File: src/tare_pkg.sv
`timescale 1ns / 1ps

package tare_pkg;

    localparam int FRAC_BITS = 16;

    // field widths
    localparam int Q_W        = 17;
    localparam int DT_W       = 20;
    localparam int ATK_W      = 20;
    localparam int REL_W      = 23;
    localparam int PHASE_W    = 36;
    localparam int CFG_IDX_W  = 3;
    localparam int CFG_DATA_W = 23;

    // datapath widths
    localparam int MUL_A_W      = DT_W;
    localparam int MUL_B_W      = Q_W + 1;
    localparam int PROD_W       = MUL_A_W + MUL_B_W;
    localparam int ENV_DIVD_W   = DT_W + FRAC_BITS;
    localparam int DIVS_W       = REL_W;

    // drift step dt*speed/2500000: 2500000 = 32 * 78125, so drop five bits
    // and multiply by ceil(2^47 / 78125); exact for dt*speed below 2^36
    localparam int DRIFT_PRE_SHIFT   = 5;
    localparam int DRIFT_Y_W         = 31;
    localparam int DRIFT_RECIP_W     = 31;
    localparam int DRIFT_RECIP_SHIFT = 47;
    localparam int DRIFT_Q_W         = 15;
    localparam int DRIFT_PROD_W      = DRIFT_Y_W + DRIFT_RECIP_W;
    localparam logic [DRIFT_RECIP_W-1:0] DRIFT_RECIP = 31'd1801439851;

    localparam logic [Q_W-1:0]     ONE        = Q_W'(64'd1 << FRAC_BITS);
    localparam logic [Q_W:0]       THREE_ONE  = (Q_W + 1)'(64'd3 << FRAC_BITS);
    localparam logic [REL_W-1:0]   INSTANT_US = REL_W'(100);
    localparam logic [PHASE_W-1:0] PHASE_LIMIT =
        PHASE_W'(64'd1000000 << FRAC_BITS);
    localparam logic [PHASE_W-1:0] PHASE_WRAP_MASK =
        PHASE_W'((64'd1024 << FRAC_BITS) - 64'd1);

    // configuration register indexes
    localparam logic [CFG_IDX_W-1:0] CFG_AMOUNT    = 3'd0;
    localparam logic [CFG_IDX_W-1:0] CFG_INTENSITY = 3'd1;
    localparam logic [CFG_IDX_W-1:0] CFG_SPEED     = 3'd2;
    localparam logic [CFG_IDX_W-1:0] CFG_ATTACK    = 3'd3;
    localparam logic [CFG_IDX_W-1:0] CFG_RELEASE   = 3'd4;

    typedef enum logic [2:0] {
        MUL_NONE,
        MUL_DRIFT,
        MUL_SQUARE,
        MUL_EASE,
        MUL_FLOOR,
        MUL_GAIN
    } t_mul_op;

    typedef struct packed {
        logic    in_load;
        t_mul_op mul_op;
        logic    div_start;
        logic    env_update;
        logic    out_load;
    } t_dp_cmd;

    typedef struct packed {
        logic div_busy;
        logic out_full;
    } t_dp_status;

    function automatic logic [Q_W-1:0] sat_one(input logic [Q_W-1:0] v);
        return (v > ONE) ? ONE : v;
    endfunction

endpackage

File: src/tare_in_if.sv
`timescale 1ns / 1ps

interface tare_in_if;
    import tare_pkg::*;

    logic                valid;
    logic                ready;
    logic [DT_W-1:0]     dt_us;
    logic                gate_level;
    logic                trigger_level;

    modport source (output valid, output dt_us, output gate_level,
                    output trigger_level, input ready);
    modport sink   (input valid, input dt_us, input gate_level,
                    input trigger_level, output ready);
endinterface

File: src/tare_out_if.sv
`timescale 1ns / 1ps

interface tare_out_if;
    import tare_pkg::*;

    logic                valid;
    logic                ready;
    logic [Q_W-1:0]      wobble_gain;
    logic [Q_W-1:0]      envelope_level;
    logic [PHASE_W-1:0]  drift_phase;

    modport source (output valid, output wobble_gain, output envelope_level,
                    output drift_phase, input ready);
    modport sink   (input valid, input wobble_gain, input envelope_level,
                    input drift_phase, output ready);
endinterface

File: src/tare_div.sv
`timescale 1ns / 1ps

module tare_div #(
    parameter int DIVD_W = 36,
    parameter int DIVS_W = 23
) (
    input  logic              i_clk,
    input  logic              i_rst_n,
    input  logic              i_start,
    input  logic [DIVD_W-1:0] i_dividend,
    input  logic [DIVS_W-1:0] i_divisor,
    output logic              o_busy,
    output logic [DIVD_W-1:0] o_quotient
);
    localparam int CNT_W = $clog2(DIVD_W + 1);

    logic [DIVD_W-1:0] r_work;
    logic [DIVS_W-1:0] r_rem;
    logic [DIVS_W-1:0] r_divisor;
    logic [CNT_W-1:0]  r_cnt;
    logic              r_busy;

    logic [DIVS_W:0]   rem_sh;
    logic              ge;
    logic [DIVS_W:0]   diff;

    // one restoring step: shift in the next dividend bit, subtract if it fits
    assign rem_sh = {r_rem, r_work[DIVD_W-1]};
    assign ge     = rem_sh >= {1'b0, r_divisor};
    assign diff   = rem_sh - {1'b0, r_divisor};

    always_ff @(posedge i_clk) begin
        if (!i_rst_n) begin
            r_busy <= 1'b0;
            r_cnt  <= '0;
        end else if (i_start) begin
            r_busy    <= 1'b1;
            r_cnt     <= CNT_W'(DIVD_W);
            r_work    <= i_dividend;
            r_rem     <= '0;
            r_divisor <= i_divisor;
        end else if (r_busy) begin
            r_work <= {r_work[DIVD_W-2:0], ge};
            r_rem  <= ge ? diff[DIVS_W-1:0] : rem_sh[DIVS_W-1:0];
            r_cnt  <= r_cnt - CNT_W'(1);
            if (r_cnt == CNT_W'(1)) begin
                r_busy <= 1'b0;
            end
        end
    end

    assign o_busy     = r_busy;
    assign o_quotient = r_work;

endmodule

File: src/tare_ctrl.sv
`timescale 1ns / 1ps

module tare_ctrl (
    input  logic                 i_clk,
    input  logic                 i_rst_n,
    input  logic                 i_in_valid,
    output logic                 o_in_ready,
    input  tare_pkg::t_dp_status i_status,
    output tare_pkg::t_dp_cmd    o_cmd
);
    import tare_pkg::*;

    typedef enum logic [3:0] {
        S_IDLE,
        S_MUL_DRIFT,
        S_DIV_START,
        S_DIV_WAIT,
        S_ENV,
        S_SQUARE,
        S_EASE,
        S_FLOOR,
        S_GAIN,
        S_OUT
    } t_state;

    t_state r_state;
    t_state n_state;

    always_comb begin
        n_state          = r_state;
        o_cmd            = '0;
        o_cmd.mul_op     = MUL_NONE;
        unique case (r_state)
            S_IDLE: begin
                if (i_in_valid) begin
                    o_cmd.in_load = 1'b1;
                    n_state       = S_MUL_DRIFT;
                end
            end
            S_MUL_DRIFT: begin
                o_cmd.mul_op = MUL_DRIFT;
                n_state      = S_DIV_START;
            end
            S_DIV_START: begin
                o_cmd.div_start = 1'b1;
                n_state         = S_DIV_WAIT;
            end
            S_DIV_WAIT: begin
                if (!i_status.div_busy) begin
                    n_state = S_ENV;
                end
            end
            S_ENV: begin
                o_cmd.env_update = 1'b1;
                n_state          = S_SQUARE;
            end
            S_SQUARE: begin
                o_cmd.mul_op = MUL_SQUARE;
                n_state      = S_EASE;
            end
            S_EASE: begin
                o_cmd.mul_op = MUL_EASE;
                n_state      = S_FLOOR;
            end
            S_FLOOR: begin
                o_cmd.mul_op = MUL_FLOOR;
                n_state      = S_GAIN;
            end
            S_GAIN: begin
                o_cmd.mul_op = MUL_GAIN;
                n_state      = S_OUT;
            end
            S_OUT: begin
                // hold until the previous result has been taken
                if (!i_status.out_full) begin
                    o_cmd.out_load = 1'b1;
                    n_state        = S_IDLE;
                end
            end
            default: n_state = S_IDLE;
        endcase
    end

    always_ff @(posedge i_clk) begin
        if (!i_rst_n) begin
            r_state <= S_IDLE;
        end else begin
            r_state <= n_state;
        end
    end

    assign o_in_ready = (r_state == S_IDLE);

endmodule

File: src/tare_dp.sv
`timescale 1ns / 1ps

module tare_dp (
    input  logic                            i_clk,
    input  logic                            i_rst_n,
    input  logic                            i_cfg_we,
    input  logic [tare_pkg::CFG_IDX_W-1:0]  i_cfg_index,
    input  logic [tare_pkg::CFG_DATA_W-1:0] i_cfg_data,
    input  logic [tare_pkg::DT_W-1:0]       i_dt_us,
    input  logic                            i_gate_level,
    input  logic                            i_trigger_level,
    input  tare_pkg::t_dp_cmd               i_cmd,
    output tare_pkg::t_dp_status            o_status,
    input  logic                            i_out_ready,
    output logic                            o_out_valid,
    output logic [tare_pkg::Q_W-1:0]        o_wobble_gain,
    output logic [tare_pkg::Q_W-1:0]        o_envelope_level,
    output logic [tare_pkg::PHASE_W-1:0]    o_drift_phase
);
    import tare_pkg::*;

    // configuration
    logic [Q_W-1:0]   r_amount;
    logic [Q_W-1:0]   r_intensity;
    logic [Q_W-1:0]   r_speed;
    logic [ATK_W-1:0] r_attack;
    logic [REL_W-1:0] r_release;

    // state
    logic [Q_W-1:0]     r_env;
    logic [PHASE_W-1:0] r_phase;
    logic               r_trig_run;
    logic               r_gate_prev;
    logic               r_trig_prev;

    // per item
    logic [DT_W-1:0]      r_dt;
    logic                 r_up;
    logic [PROD_W-1:0]    r_prod;
    logic [DRIFT_Q_W-1:0] r_drift_q;

    // output register
    logic               r_out_valid;
    logic [Q_W-1:0]     r_out_gain;
    logic [Q_W-1:0]     r_out_env;
    logic [PHASE_W-1:0] r_out_phase;

    logic                    os_after_gate;
    logic                    n_trig_run;
    logic [MUL_A_W-1:0]      op_a;
    logic [MUL_B_W-1:0]      op_b;
    logic [PROD_W-1:0]       n_prod;
    logic [Q_W-1:0]          prod_q;
    logic [DIVS_W-1:0]       env_divisor;
    logic [ENV_DIVD_W-1:0]   q_env;
    logic                    env_busy;
    logic [DRIFT_PROD_W-1:0] drift_prod;
    logic [ENV_DIVD_W:0]     env_sum;
    logic [PHASE_W+1:0]      phase_sum;
    logic [PHASE_W+1:0]      phase_wrapped;

    // edge rules, gate before trigger
    assign os_after_gate = (i_gate_level && !r_gate_prev) ? 1'b0 : r_trig_run;
    assign n_trig_run    = (i_trigger_level && !r_trig_prev) ? 1'b1 : os_after_gate;

    // Q-scaled slice of the last product
    assign prod_q = r_prod[FRAC_BITS +: Q_W];

    always_comb begin
        op_a = '0;
        op_b = '0;
        case (i_cmd.mul_op)
            MUL_DRIFT: begin
                op_a = r_dt;
                op_b = {1'b0, sat_one(r_speed)};
            end
            MUL_SQUARE: begin
                op_a = MUL_A_W'(r_env);
                op_b = {1'b0, r_env};
            end
            MUL_EASE: begin
                op_a = MUL_A_W'(prod_q);
                op_b = THREE_ONE - {r_env, 1'b0};
            end
            MUL_FLOOR: begin
                op_a = MUL_A_W'(ONE - sat_one(r_amount));
                op_b = {1'b0, ONE - prod_q};
            end
            MUL_GAIN: begin
                op_a = MUL_A_W'(ONE - prod_q);
                op_b = {1'b0, sat_one(r_intensity)};
            end
            default: begin
                op_a = '0;
                op_b = '0;
            end
        endcase
    end

    assign n_prod = PROD_W'(op_a) * PROD_W'(op_b);

    assign env_divisor = r_up ? DIVS_W'(r_attack) : r_release;

    tare_div #(
        .DIVD_W (ENV_DIVD_W),
        .DIVS_W (DIVS_W)
    ) u_env_div (
        .i_clk      (i_clk),
        .i_rst_n    (i_rst_n),
        .i_start    (i_cmd.div_start),
        .i_dividend ({r_dt, FRAC_BITS'(0)}),
        .i_divisor  (env_divisor),
        .o_busy     (env_busy),
        .o_quotient (q_env)
    );

    // drift step by reciprocal multiply of the dt*speed product
    assign drift_prod = DRIFT_PROD_W'(r_prod[DRIFT_PRE_SHIFT +: DRIFT_Y_W])
                      * DRIFT_PROD_W'(DRIFT_RECIP);

    assign env_sum       = (ENV_DIVD_W + 1)'(r_env) + (ENV_DIVD_W + 1)'(q_env);
    assign phase_sum     = (PHASE_W + 2)'(r_phase) + (PHASE_W + 2)'(r_drift_q);
    assign phase_wrapped = (phase_sum > (PHASE_W + 2)'(PHASE_LIMIT))
                         ? (phase_sum & (PHASE_W + 2)'(PHASE_WRAP_MASK))
                         : phase_sum;

    always_ff @(posedge i_clk) begin
        if (!i_rst_n) begin
            r_amount    <= '0;
            r_intensity <= Q_W'(26214);
            r_speed     <= Q_W'(16384);
            r_attack    <= '0;
            r_release   <= REL_W'(500000);
        end else if (i_cfg_we) begin
            unique case (i_cfg_index)
                CFG_AMOUNT:    r_amount    <= i_cfg_data[Q_W-1:0];
                CFG_INTENSITY: r_intensity <= i_cfg_data[Q_W-1:0];
                CFG_SPEED:     r_speed     <= i_cfg_data[Q_W-1:0];
                CFG_ATTACK:    r_attack    <= i_cfg_data[ATK_W-1:0];
                CFG_RELEASE:   r_release   <= i_cfg_data[REL_W-1:0];
                default: ;
            endcase
        end
    end

    always_ff @(posedge i_clk) begin
        if (!i_rst_n) begin
            r_env       <= '0;
            r_phase     <= '0;
            r_trig_run  <= 1'b0;
            r_gate_prev <= 1'b0;
            r_trig_prev <= 1'b0;
            r_out_valid <= 1'b0;
        end else begin
            if (i_cmd.in_load) begin
                r_trig_run  <= n_trig_run;
                r_gate_prev <= i_gate_level;
                r_trig_prev <= i_trigger_level;
            end
            if (i_cmd.env_update) begin
                if (r_up) begin
                    // saturate at full and drop the trigger run
                    if ((r_attack <= ATK_W'(INSTANT_US))
                            || (env_sum >= (ENV_DIVD_W + 1)'(ONE))) begin
                        r_env      <= ONE;
                        r_trig_run <= 1'b0;
                    end else begin
                        r_env <= env_sum[Q_W-1:0];
                    end
                end else begin
                    if (r_release <= INSTANT_US) begin
                        r_env <= '0;
                    end else if (ENV_DIVD_W'(r_env) > q_env) begin
                        r_env <= r_env - q_env[Q_W-1:0];
                    end else begin
                        r_env <= '0;
                    end
                end
                r_phase <= phase_wrapped[PHASE_W-1:0];
            end
            if (i_cmd.out_load) begin
                r_out_valid <= 1'b1;
            end else if (r_out_valid && i_out_ready) begin
                r_out_valid <= 1'b0;
            end
        end
    end

    always_ff @(posedge i_clk) begin
        if (i_cmd.in_load) begin
            r_dt <= i_dt_us;
            r_up <= i_gate_level || n_trig_run;
        end
        if (i_cmd.mul_op != MUL_NONE) begin
            r_prod <= n_prod;
        end
        if (i_cmd.div_start) begin
            r_drift_q <= drift_prod[DRIFT_RECIP_SHIFT +: DRIFT_Q_W];
        end
        if (i_cmd.out_load) begin
            r_out_gain  <= prod_q;
            r_out_env   <= r_env;
            r_out_phase <= r_phase;
        end
    end

    assign o_status.div_busy = env_busy;
    assign o_status.out_full = r_out_valid;

    assign o_out_valid      = r_out_valid;
    assign o_wobble_gain    = r_out_gain;
    assign o_envelope_level = r_out_env;
    assign o_drift_phase    = r_out_phase;

    a_env_in_range: assert property (@(posedge i_clk) disable iff (!i_rst_n)
        r_env <= ONE)
        else $error("envelope above full scale");

    a_phase_in_range: assert property (@(posedge i_clk) disable iff (!i_rst_n)
        r_phase <= PHASE_LIMIT)
        else $error("drift phase above wrap limit");

    a_no_overwrite: assert property (@(posedge i_clk) disable iff (!i_rst_n)
        i_cmd.out_load |-> !r_out_valid)
        else $error("result loaded over an untaken item");

    a_div_starts: assert property (@(posedge i_clk) disable iff (!i_rst_n)
        i_cmd.div_start |=> env_busy)
        else $error("divider did not start");

    a_full_clears_trig_run: assert property (@(posedge i_clk) disable iff (!i_rst_n)
        (i_cmd.env_update && r_up && (r_attack <= ATK_W'(INSTANT_US))) |=>
            (r_env == ONE && !r_trig_run))
        else $error("instant attack did not reach full");

endmodule

File: src/triggered_attack_release_envelope_top.sv
`timescale 1ns / 1ps

// Attack-release envelope driven by gate and trigger ticks.
//
// Input channel i_in carries one tick per item: dt_us, gate_level and
// trigger_level. Output channel o_out returns one result item per tick:
// the eased gain, the raw envelope and the drift phase after the update.
// Both channels use valid/ready; an item moves when both are high.
// Configuration registers are written through i_cfg_we, i_cfg_index and
// i_cfg_data while no item is in flight; an unknown index is ignored.
//
// Each item moves from acceptance through the drift multiply, the 36-step
// restoring divider for the envelope ramp, the envelope update, four passes
// through one shared multiplier that finish the gain, and the output load; a
// new item is accepted only once the last one is loaded. The drift step comes
// from a reciprocal multiply beside the divider.
// A finished result sits in the output register; while the receiver stalls
// the block completes the next item and then holds it until o_out is free.
// Synchronous reset clears the envelope, phase, edge history and trigger
// run flag and restores the register defaults.

module triggered_attack_release_envelope_top (
    input  logic                            i_clk,
    input  logic                            i_rst_n,
    tare_in_if.sink                         i_in,
    tare_out_if.source                      o_out,
    input  logic                            i_cfg_we,
    input  logic [tare_pkg::CFG_IDX_W-1:0]  i_cfg_index,
    input  logic [tare_pkg::CFG_DATA_W-1:0] i_cfg_data
);
    import tare_pkg::*;

    t_dp_cmd    cmd;
    t_dp_status status;
    logic       in_ready;

    tare_ctrl u_ctrl (
        .i_clk      (i_clk),
        .i_rst_n    (i_rst_n),
        .i_in_valid (i_in.valid),
        .o_in_ready (in_ready),
        .i_status   (status),
        .o_cmd      (cmd)
    );

    tare_dp u_dp (
        .i_clk            (i_clk),
        .i_rst_n          (i_rst_n),
        .i_cfg_we         (i_cfg_we),
        .i_cfg_index      (i_cfg_index),
        .i_cfg_data       (i_cfg_data),
        .i_dt_us          (i_in.dt_us),
        .i_gate_level     (i_in.gate_level),
        .i_trigger_level  (i_in.trigger_level),
        .i_cmd            (cmd),
        .o_status         (status),
        .i_out_ready      (o_out.ready),
        .o_out_valid      (o_out.valid),
        .o_wobble_gain    (o_out.wobble_gain),
        .o_envelope_level (o_out.envelope_level),
        .o_drift_phase    (o_out.drift_phase)
    );

    assign i_in.ready = in_ready;

endmodule

File: src/flat_wrapper.sv
// flat-port wrapper written by rule: the top's interface ports become plain ports
module triggered_attack_release_envelope_top_flat import tare_pkg::*;
  (i_clk, i_rst_n, i_cfg_we, i_cfg_index, i_cfg_data, i_in_valid, i_in_dt_us, i_in_gate_level, i_in_trigger_level, i_in_ready, o_out_valid, o_out_wobble_gain, o_out_envelope_level, o_out_drift_phase, o_out_ready);
  tare_in_if i_in_i ();
  tare_out_if o_out_i ();
  input  logic i_clk;
  input  logic i_rst_n;
  input  logic i_cfg_we;
  input  logic [tare_pkg::CFG_IDX_W-1:0] i_cfg_index;
  input  logic [tare_pkg::CFG_DATA_W-1:0] i_cfg_data;
  input wire logic [$bits(i_in_i.valid)-1:0] i_in_valid;
  input wire logic [$bits(i_in_i.dt_us)-1:0] i_in_dt_us;
  input wire logic [$bits(i_in_i.gate_level)-1:0] i_in_gate_level;
  input wire logic [$bits(i_in_i.trigger_level)-1:0] i_in_trigger_level;
  output wire logic [$bits(i_in_i.ready)-1:0] i_in_ready;
  output wire logic [$bits(o_out_i.valid)-1:0] o_out_valid;
  output wire logic [$bits(o_out_i.wobble_gain)-1:0] o_out_wobble_gain;
  output wire logic [$bits(o_out_i.envelope_level)-1:0] o_out_envelope_level;
  output wire logic [$bits(o_out_i.drift_phase)-1:0] o_out_drift_phase;
  input wire logic [$bits(o_out_i.ready)-1:0] o_out_ready;
  assign i_in_i.valid = i_in_valid;
  assign i_in_i.dt_us = i_in_dt_us;
  assign i_in_i.gate_level = i_in_gate_level;
  assign i_in_i.trigger_level = i_in_trigger_level;
  assign i_in_ready = i_in_i.ready;
  assign o_out_valid = o_out_i.valid;
  assign o_out_wobble_gain = o_out_i.wobble_gain;
  assign o_out_envelope_level = o_out_i.envelope_level;
  assign o_out_drift_phase = o_out_i.drift_phase;
  assign o_out_i.ready = o_out_ready;
  triggered_attack_release_envelope_top u_core (.i_clk(i_clk), .i_rst_n(i_rst_n), .i_in(i_in_i), .o_out(o_out_i), .i_cfg_we(i_cfg_we), .i_cfg_index(i_cfg_index), .i_cfg_data(i_cfg_data));
endmodule
File: config.mk
export PLATFORM = sky130hd
export DESIGN_NAME = triggered_attack_release_envelope_top_flat
export DESIGN_NICKNAME = d
export VERILOG_FILES = /design/src/tare_pkg.sv /design/src/tare_in_if.sv /design/src/tare_out_if.sv /design/src/tare_div.sv /design/src/tare_ctrl.sv /design/src/tare_dp.sv /design/src/triggered_attack_release_envelope_top.sv /design/src/flat_wrapper.sv
export SDC_FILE = /design/constraint.sdc
export NUM_CORES = 2
export LEC_CHECK = 0
export ABC_AREA = 0
export BUFFER_PORTS_ARGS = -buffer_cell sky130_fd_sc_hd__buf_2
export CAP_MARGIN = 20
export CELL_PAD_IN_SITES_DETAIL_PLACEMENT = 0
export CELL_PAD_IN_SITES_GLOBAL_PLACEMENT = 1
export CORE_ASPECT_RATIO = 1.5
export CORE_UTILIZATION = 49
export CTS_BUF_LIST = sky130_fd_sc_hd__clkbuf_2
export CTS_CLUSTER_SIZE = 10
export DETAILED_ROUTE_END_ITERATION = 10
export PLACE_DENSITY = 0.82
export SYNTH_ARGS = -nofsm -noshare
export SYNTH_HDL_FRONTEND = slang
export SYNTH_HIERARCHICAL = 1
export SYNTH_SLANG_ARGS = --single-unit
export TNS_END_PERCENT = 10
File: constraint.sdc
create_clock -name i_clk -period 13.6 [get_ports i_clk]
set_input_delay 0.68 -clock i_clk [delete_from_list [all_inputs] [get_ports i_clk]]
set_output_delay 0.68 -clock i_clk [all_outputs]
set_load 0.005 [all_outputs]
**Word level (Yosys, flattened, before mapping)**

Index checks and enable logic that the tools add are counted.
Widths: inputs -> output; s select.

- Output and inout port bits: 72
- Memories kept: 0
- Memory bits (read-only): 0
- Bits in writable memories: 0
- Flip-flop bits (word level): 386
- Input port bits: 53
- Bits in latches: 0
- Word-level logic and storage cells: 130

- Shift-type cells: 0
- Eq/ne operators: 22
- Div/mod/pow operators: 0
- $lt $le $gt $ge: 9
- Muxes and demuxes: 39
- Multiply operators: 2
- Bitwise gates (word level): 1
- $add $sub $neg: 9
- Reduce and logical (&&, ||, !) cells: 21

Operators by type and width:

| kind | number |
|---|---|
| $mux 17 | 7 |
| $mux 36 | 3 |
| $pmux 20 s5 | 1 |
| $pmux 18 s5 | 1 |
| $mul 31x31->62 const B | 1 |
| $gt 17x17->1 const B | 3 |
| $mux 23 | 2 |
| $pmux 4 s10 | 1 |
| $add 17x36->37 | 1 |
| $add 36x15->37 | 1 |
| $ge 37x17->1 const B | 1 |
| $gt 37x36->1 const B | 1 |
| $gt 17x36->1 | 1 |
| $mul 20x18->36 | 1 |
| $sub 17x17->18 const A | 2 |
| $ge 24x23->1 | 1 |
| $le 23x7->1 const B | 1 |
| $sub 23x23->23 | 1 |
| $le 20x7->1 const B | 1 |
| $mux 20 | 1 |
| $sub 18x18->18 const A | 1 |
| $mux 1 | 17 |
| $sub 17x17->17 | 1 |
| $sub 17x17->17 const A | 1 |
| 24 further kinds | 51 |

**Logic depth before layout (Yosys ltp)**

- Word-level depth: 8
- Gate-level depth with buffers: 37
- Gate-level depth less buffers: 33

**Hierarchy**

The synthesis kept the hierarchy.

Modules (own cells, without submodules):

| module | sequential area each (um^2) | instances | cells an instance | area each (um^2) |
|---|---|---|---|---|
| tare_dp | 7,136.8 | 1 | 4,789 | 45,020.7 |
| tare_div | 2,602.5 | 1 | 424 | 4,991.0 |
| tare_ctrl | 80.1 | 1 | 39 | 331.6 |

**Least setup slack after synthesis**

OpenSTA, ideal clock, no wires.

- Kind: reg2reg
- Start point: register u_core.u_ctrl.r_state[2]
- End point: register u_core.u_dp.r_prod[34], data pin
- Clock period less this slack: 9.105 ns
- Setup time: 0.258 ns
- Path slack: 4.495 ns
- Arrival: 8.847 ns
- Buffers on the path: 3
- Data required time: 13.342 ns
- Stages on the path, launching flop included: 33
- Cell sequence: dfxtp_1 -> buf_2 -> nand2b_1 -> o22a_1 -> o32ai_1 -> inv_1 -> nor3_1 -> a21boi_1 -> clkbuf_1 -> a222oi_1 -> nand2_1 -> clkbuf_1 -> nand2_1 -> fa_1 -> inv_1 -> fa_1 -> fa_1 -> fa_1 -> fa_1 -> inv_1 -> fa_1 -> inv_1 -> ha_1 -> a21o_1 -> a21o_1 -> a21o_1 -> a221o_1 -> o311a_1 -> a31o_2 -> o21ai_0 -> nand2_1 -> a31oi_1 -> xnor2_1

RTL lines:

| what | line | RTL |
|---|---|---|
| start, declared | tare_ctrl.sv:26 | `t_state r_state;` |
| start signal, assigned | tare_ctrl.sv:88 | `r_state <= n_state;` |
| end signal, assigned | tare_dp.sv:195 | `r_prod <= n_prod;` |
| end, declared | tare_dp.sv:39 | `logic [PROD_W-1:0] r_prod;` |

==> run_results.csv <==
group,metric,value,unit
outcome,status,"finished, final reports clean",
sta,whs,0.195,ns
final_layout,final_nets,6768,
synthesis,synthMostInstantiatedCell,"inv_1",
setup_path,critPathKind,"reg2reg",
floorplan,die_h,395,µm
placement,hpwlAfterDp,131000,µm
worst_hold_path,holdPathEnd,"u_core/u_dp/r_dt[9]$_DFFE_PP_",
worst_hold_path,hold_class,"in2reg",
synthesis,synth.yosys.seq_area_share,19.5,%
placement,port_buffers,124,
placement,pre_cts_slack,3.34,ns
cts,cts.hold.buffers_added,62,
setup_path,cp_max_fo,24,
floorplan,start_util,49.5,%
final_layout,n_fill_cell,9234,
synthesis,syn_avg_cell_area,9.59,µm²
worst_hold_path,hp-start,"i_in_dt_us[9]",
final_layout,area.growth.synth_to_final,7.44,%
sta,rsz0062_at_grt,"false",
sta,finalCritPeriodShare,76.5,%
floorplan,floorplan.rows,143,
synthesis,yosys.area.top_type,"fa_1",
synthesis,syn-cell-area,50300,µm²
cts,cts_resized,0,
grt,antenna_found_initial,6,
sta,final_hold_viol_count,0,
sta,relSlewSlack,17.2,%
detailed_routing,vias,38935,
cts,cts.path.max_buffers,3,
final_layout,drive_gt1_share,8.41,%
synthesis,synth-edff-count,219,
grt,grt_pass1_vias,40792,
setup_path,cp_slowest_cell,"a211oi_2",
run,drv_cap,0,
detailed_routing,wirelength,160000,µm
setup_path,cp.required,14.54,ns
floorplan,fp.dieW,264,µm
floorplan,dieArea,104000,µm²
worst_hold_path,hold_depth,2,
detailed_routing,first_pass_iters,6,
sta,final.setup.tns,0,ns
sta,max_freq,0.0961,GHz
floorplan,core,102000,µm²
sta,final_max_slew_viol_count,0,
setup_path,startpoint_type,"flop",
cts,post_cts_buffers,0,
grt,grt_pass1_wl,243000,µm
cts,cts_tree,"built",
synthesis,synthFlopType,"edfxtp_1",
setup_path,reg2reg_to,"u_core/u_dp/r_prod[34]$_DFFE_PP_",
grt,grt_overflow,0,
grt,grt_max_degree,105,
synthesis,synth-seq-cells,381,
setup_path,path_common_cell,"fa_1",
sta,setup_slack,3.20,ns
sta,fin_worst_skew,0.104,ns
sta,tightest_slew,1.24,ns
synthesis,synthCells,5252,
cts,numCtsBuffers,91,
synthesis,synth.area.top_cells,"fa_1 (31%), edfxtp_1 (13%), ha_1 (12%)",
synthesis,yosysWarnings,6,
cts,h-tree-depth,3,
final_layout,design_area,54100,µm²
setup_path,cp.arrival,11.34,ns
cts,cts_sinks,381,
synthesis,async_flop_share,0,%
sta,period_needed,10.40,ns
synthesis,synth_commonest_cells,"inv_1 (1083), fa_1 (784), ha_1 (501)",
detailed_routing,drt_iter0_markers,3275,
floorplan,pin_count,125,
setup_path,end_kind,"flop",
synthesis,synth.distinct_cells,103,
placement,gp_congestion,1.02,
detailed_routing,drc,0,
cts,clockRootBuffer,"clkbuf_2",
detailed_routing,antenna_left,0,
placement,dpl_cell_area,52500,µm²
setup_path,r2r_cells,32,
grt,grt_use_total,31.3,%
detailed_routing,wl_per_cell,23.5,µm
cts,clk_pin_slew,0.11,ns
setup_path,timing.rr.start,"u_core/u_ctrl/r_state[2]$_SDFFE_PN0P_",
setup_path,max_stage_delay,0.88,ns
sta,setup_violations,0,
detailed_routing,avgViaCountPerCell,5.71,
synthesis,synth_top_area_share,31.2,%
setup_path,ff2ff_setup_slack,3.20,ns
cts,clock_latency,1.26,ns
==> cells in the final DEF, fill, tap and decap left out, types with 27 or more instances in the layout <==
cell type,n
nand2b_1,54
nor3_1,57
buf_2,123
nand4_1,39
xnor2_1,103
mux2_2,61
a21oi_1,170
a21boi_0,90
nor4_1,43
dfxtp_1,162
fa_1,784
o21a_1,27
buf_4,57
nand3_1,95
o21ai_0,97
ha_1,501
and2_1,36
xor2_1,39
or3_1,32
nor2_1,372
nand2_1,476
nor2b_1,51
edfxtp_1,219
inv_1,1083
dlygate4sd3_1,62
clkbuf_2,134
a21o_1,53
mux2i_1,46
==> cells by family (layout without fill, tap and decap cells) <==
group | after synthesis | in the layout | synth area share (%)
DFF | 381 | 381 | 19.5
AOI/OAI and AO/OA | 711 | 711 | 9.82
and+or+nand+nor | 1364 | 1364 | 12.7
muxes | 109 | 109 | 2.33
buffers and inverters | 1259 | 1497 | 9.54
other | 1 | 20 | 0.00745
adders and majority gates | 1285 | 1285 | 43.6
xor gates and xnor gates | 142 | 142 | 2.47
==> per-stage QoR <==
step | utilization [%] | instances
final | 53.2 | 6814
after floorplan | - | 5268
after global placement | 51.6 | 6578
after detailed placement | 51.7 | 6580
after global routing | 53.2 | 6814
after CTS | 53.2 | 6811
==> metal layers <==
layer	GRT usage, %	wire length [µm]	share of wire [%]
met3	4.04	9200	5.8
met4	24.9	14800	9.2
met5	0	27	0.017
met1	35.3	56600	35
met2	53.4	79200	50
==> how the worst max path moves through the flow <==
stage	startpoint	to	slack, ns	cells after the start
6_report	u_core/u_ctrl/r_state[2]$_SDFFE_PN0P_	u_core/u_dp/r_prod[34]$_DFFE_PP_	3.20	32
5_1_grt	u_core/u_ctrl/r_state[2]$_SDFFE_PN0P_	u_core/u_dp/r_prod[34]$_DFFE_PP_	2.75	32
4_1_cts	u_core/u_ctrl/r_state[2]$_SDFFE_PN0P_	u_core/u_dp/r_prod[34]$_DFFE_PP_	3.30	32
3_5_place_dp	u_core/u_ctrl/r_state[2]$_SDFFE_PN0P_	u_core/u_dp/r_prod[34]$_DFFE_PP_	3.34	32
3_3_place_gp	u_core/u_ctrl/r_state[2]$_SDFFE_PN0P_	u_core/u_dp/r_prod[34]$_DFFE_PP_	3.59	32
2_1_floorplan	u_core/u_ctrl/r_state[2]$_SDFFE_PN0P_	u_core/u_dp/r_prod[34]$_DFFE_PP_	4.49	32
==> state kept, by name, summed over array words and instances, names as in the netlist, 4 cells and up <==
register	flops
u_core/u_dp/u_env_div/o_quotient	36
u_core/u_dp/r_attack	20
u_core/u_dp/o_envelope_level	17
u_core/u_dp/o_wobble_gain	17
u_core/u_dp/u_env_div/r_rem	23
u_core/u_dp/u_env_div/r_divisor	23
u_core/u_dp/r_amount	17
u_core/u_dp/r_intensity	17
u_core/u_dp/r_speed	17
u_core/u_dp/r_release	23
u_core/u_dp/r_env	17
u_core/u_dp/r_prod	31
u_core/u_dp/o_drift_phase	36
u_core/u_dp/r_dt	20
u_core/u_dp/r_drift_q	15
u_core/u_dp/r_phase	36
u_core/u_dp/u_env_div/r_cnt	6
u_core/u_ctrl/r_state	4
==> area by class of cell <==
type	count	area (µm²)	area share, %
tap	1305	1630	3.02
inverter	1084	4070	7.52
multi-input combinational	3628	35900	66.4
clock inverter	35	288	0.532
timing repair buffer	244	1700	3.15
antenna	3	7.51	0.0139
sequential	381	9820	18.2
clock buffer	134	671	1.24
==> worst max-delay path, delay by kind of cell (launching register included) <==
| family | cells | cell delay [ns] |
|---|---|---|
| fa+ha+maj | 7 | 3.53 |
| compound gates | 13 | 3.47 |
| simple gates | 6 | 1.21 |
| buf+inv | 5 | 1.15 |
| flops | 1 | 0.68 |
| xor+xnor | 1 | 0.09 |
Power is not shown: default switching activity piles up to over one toggle a cycle in this logic, so the estimate is an artifact.
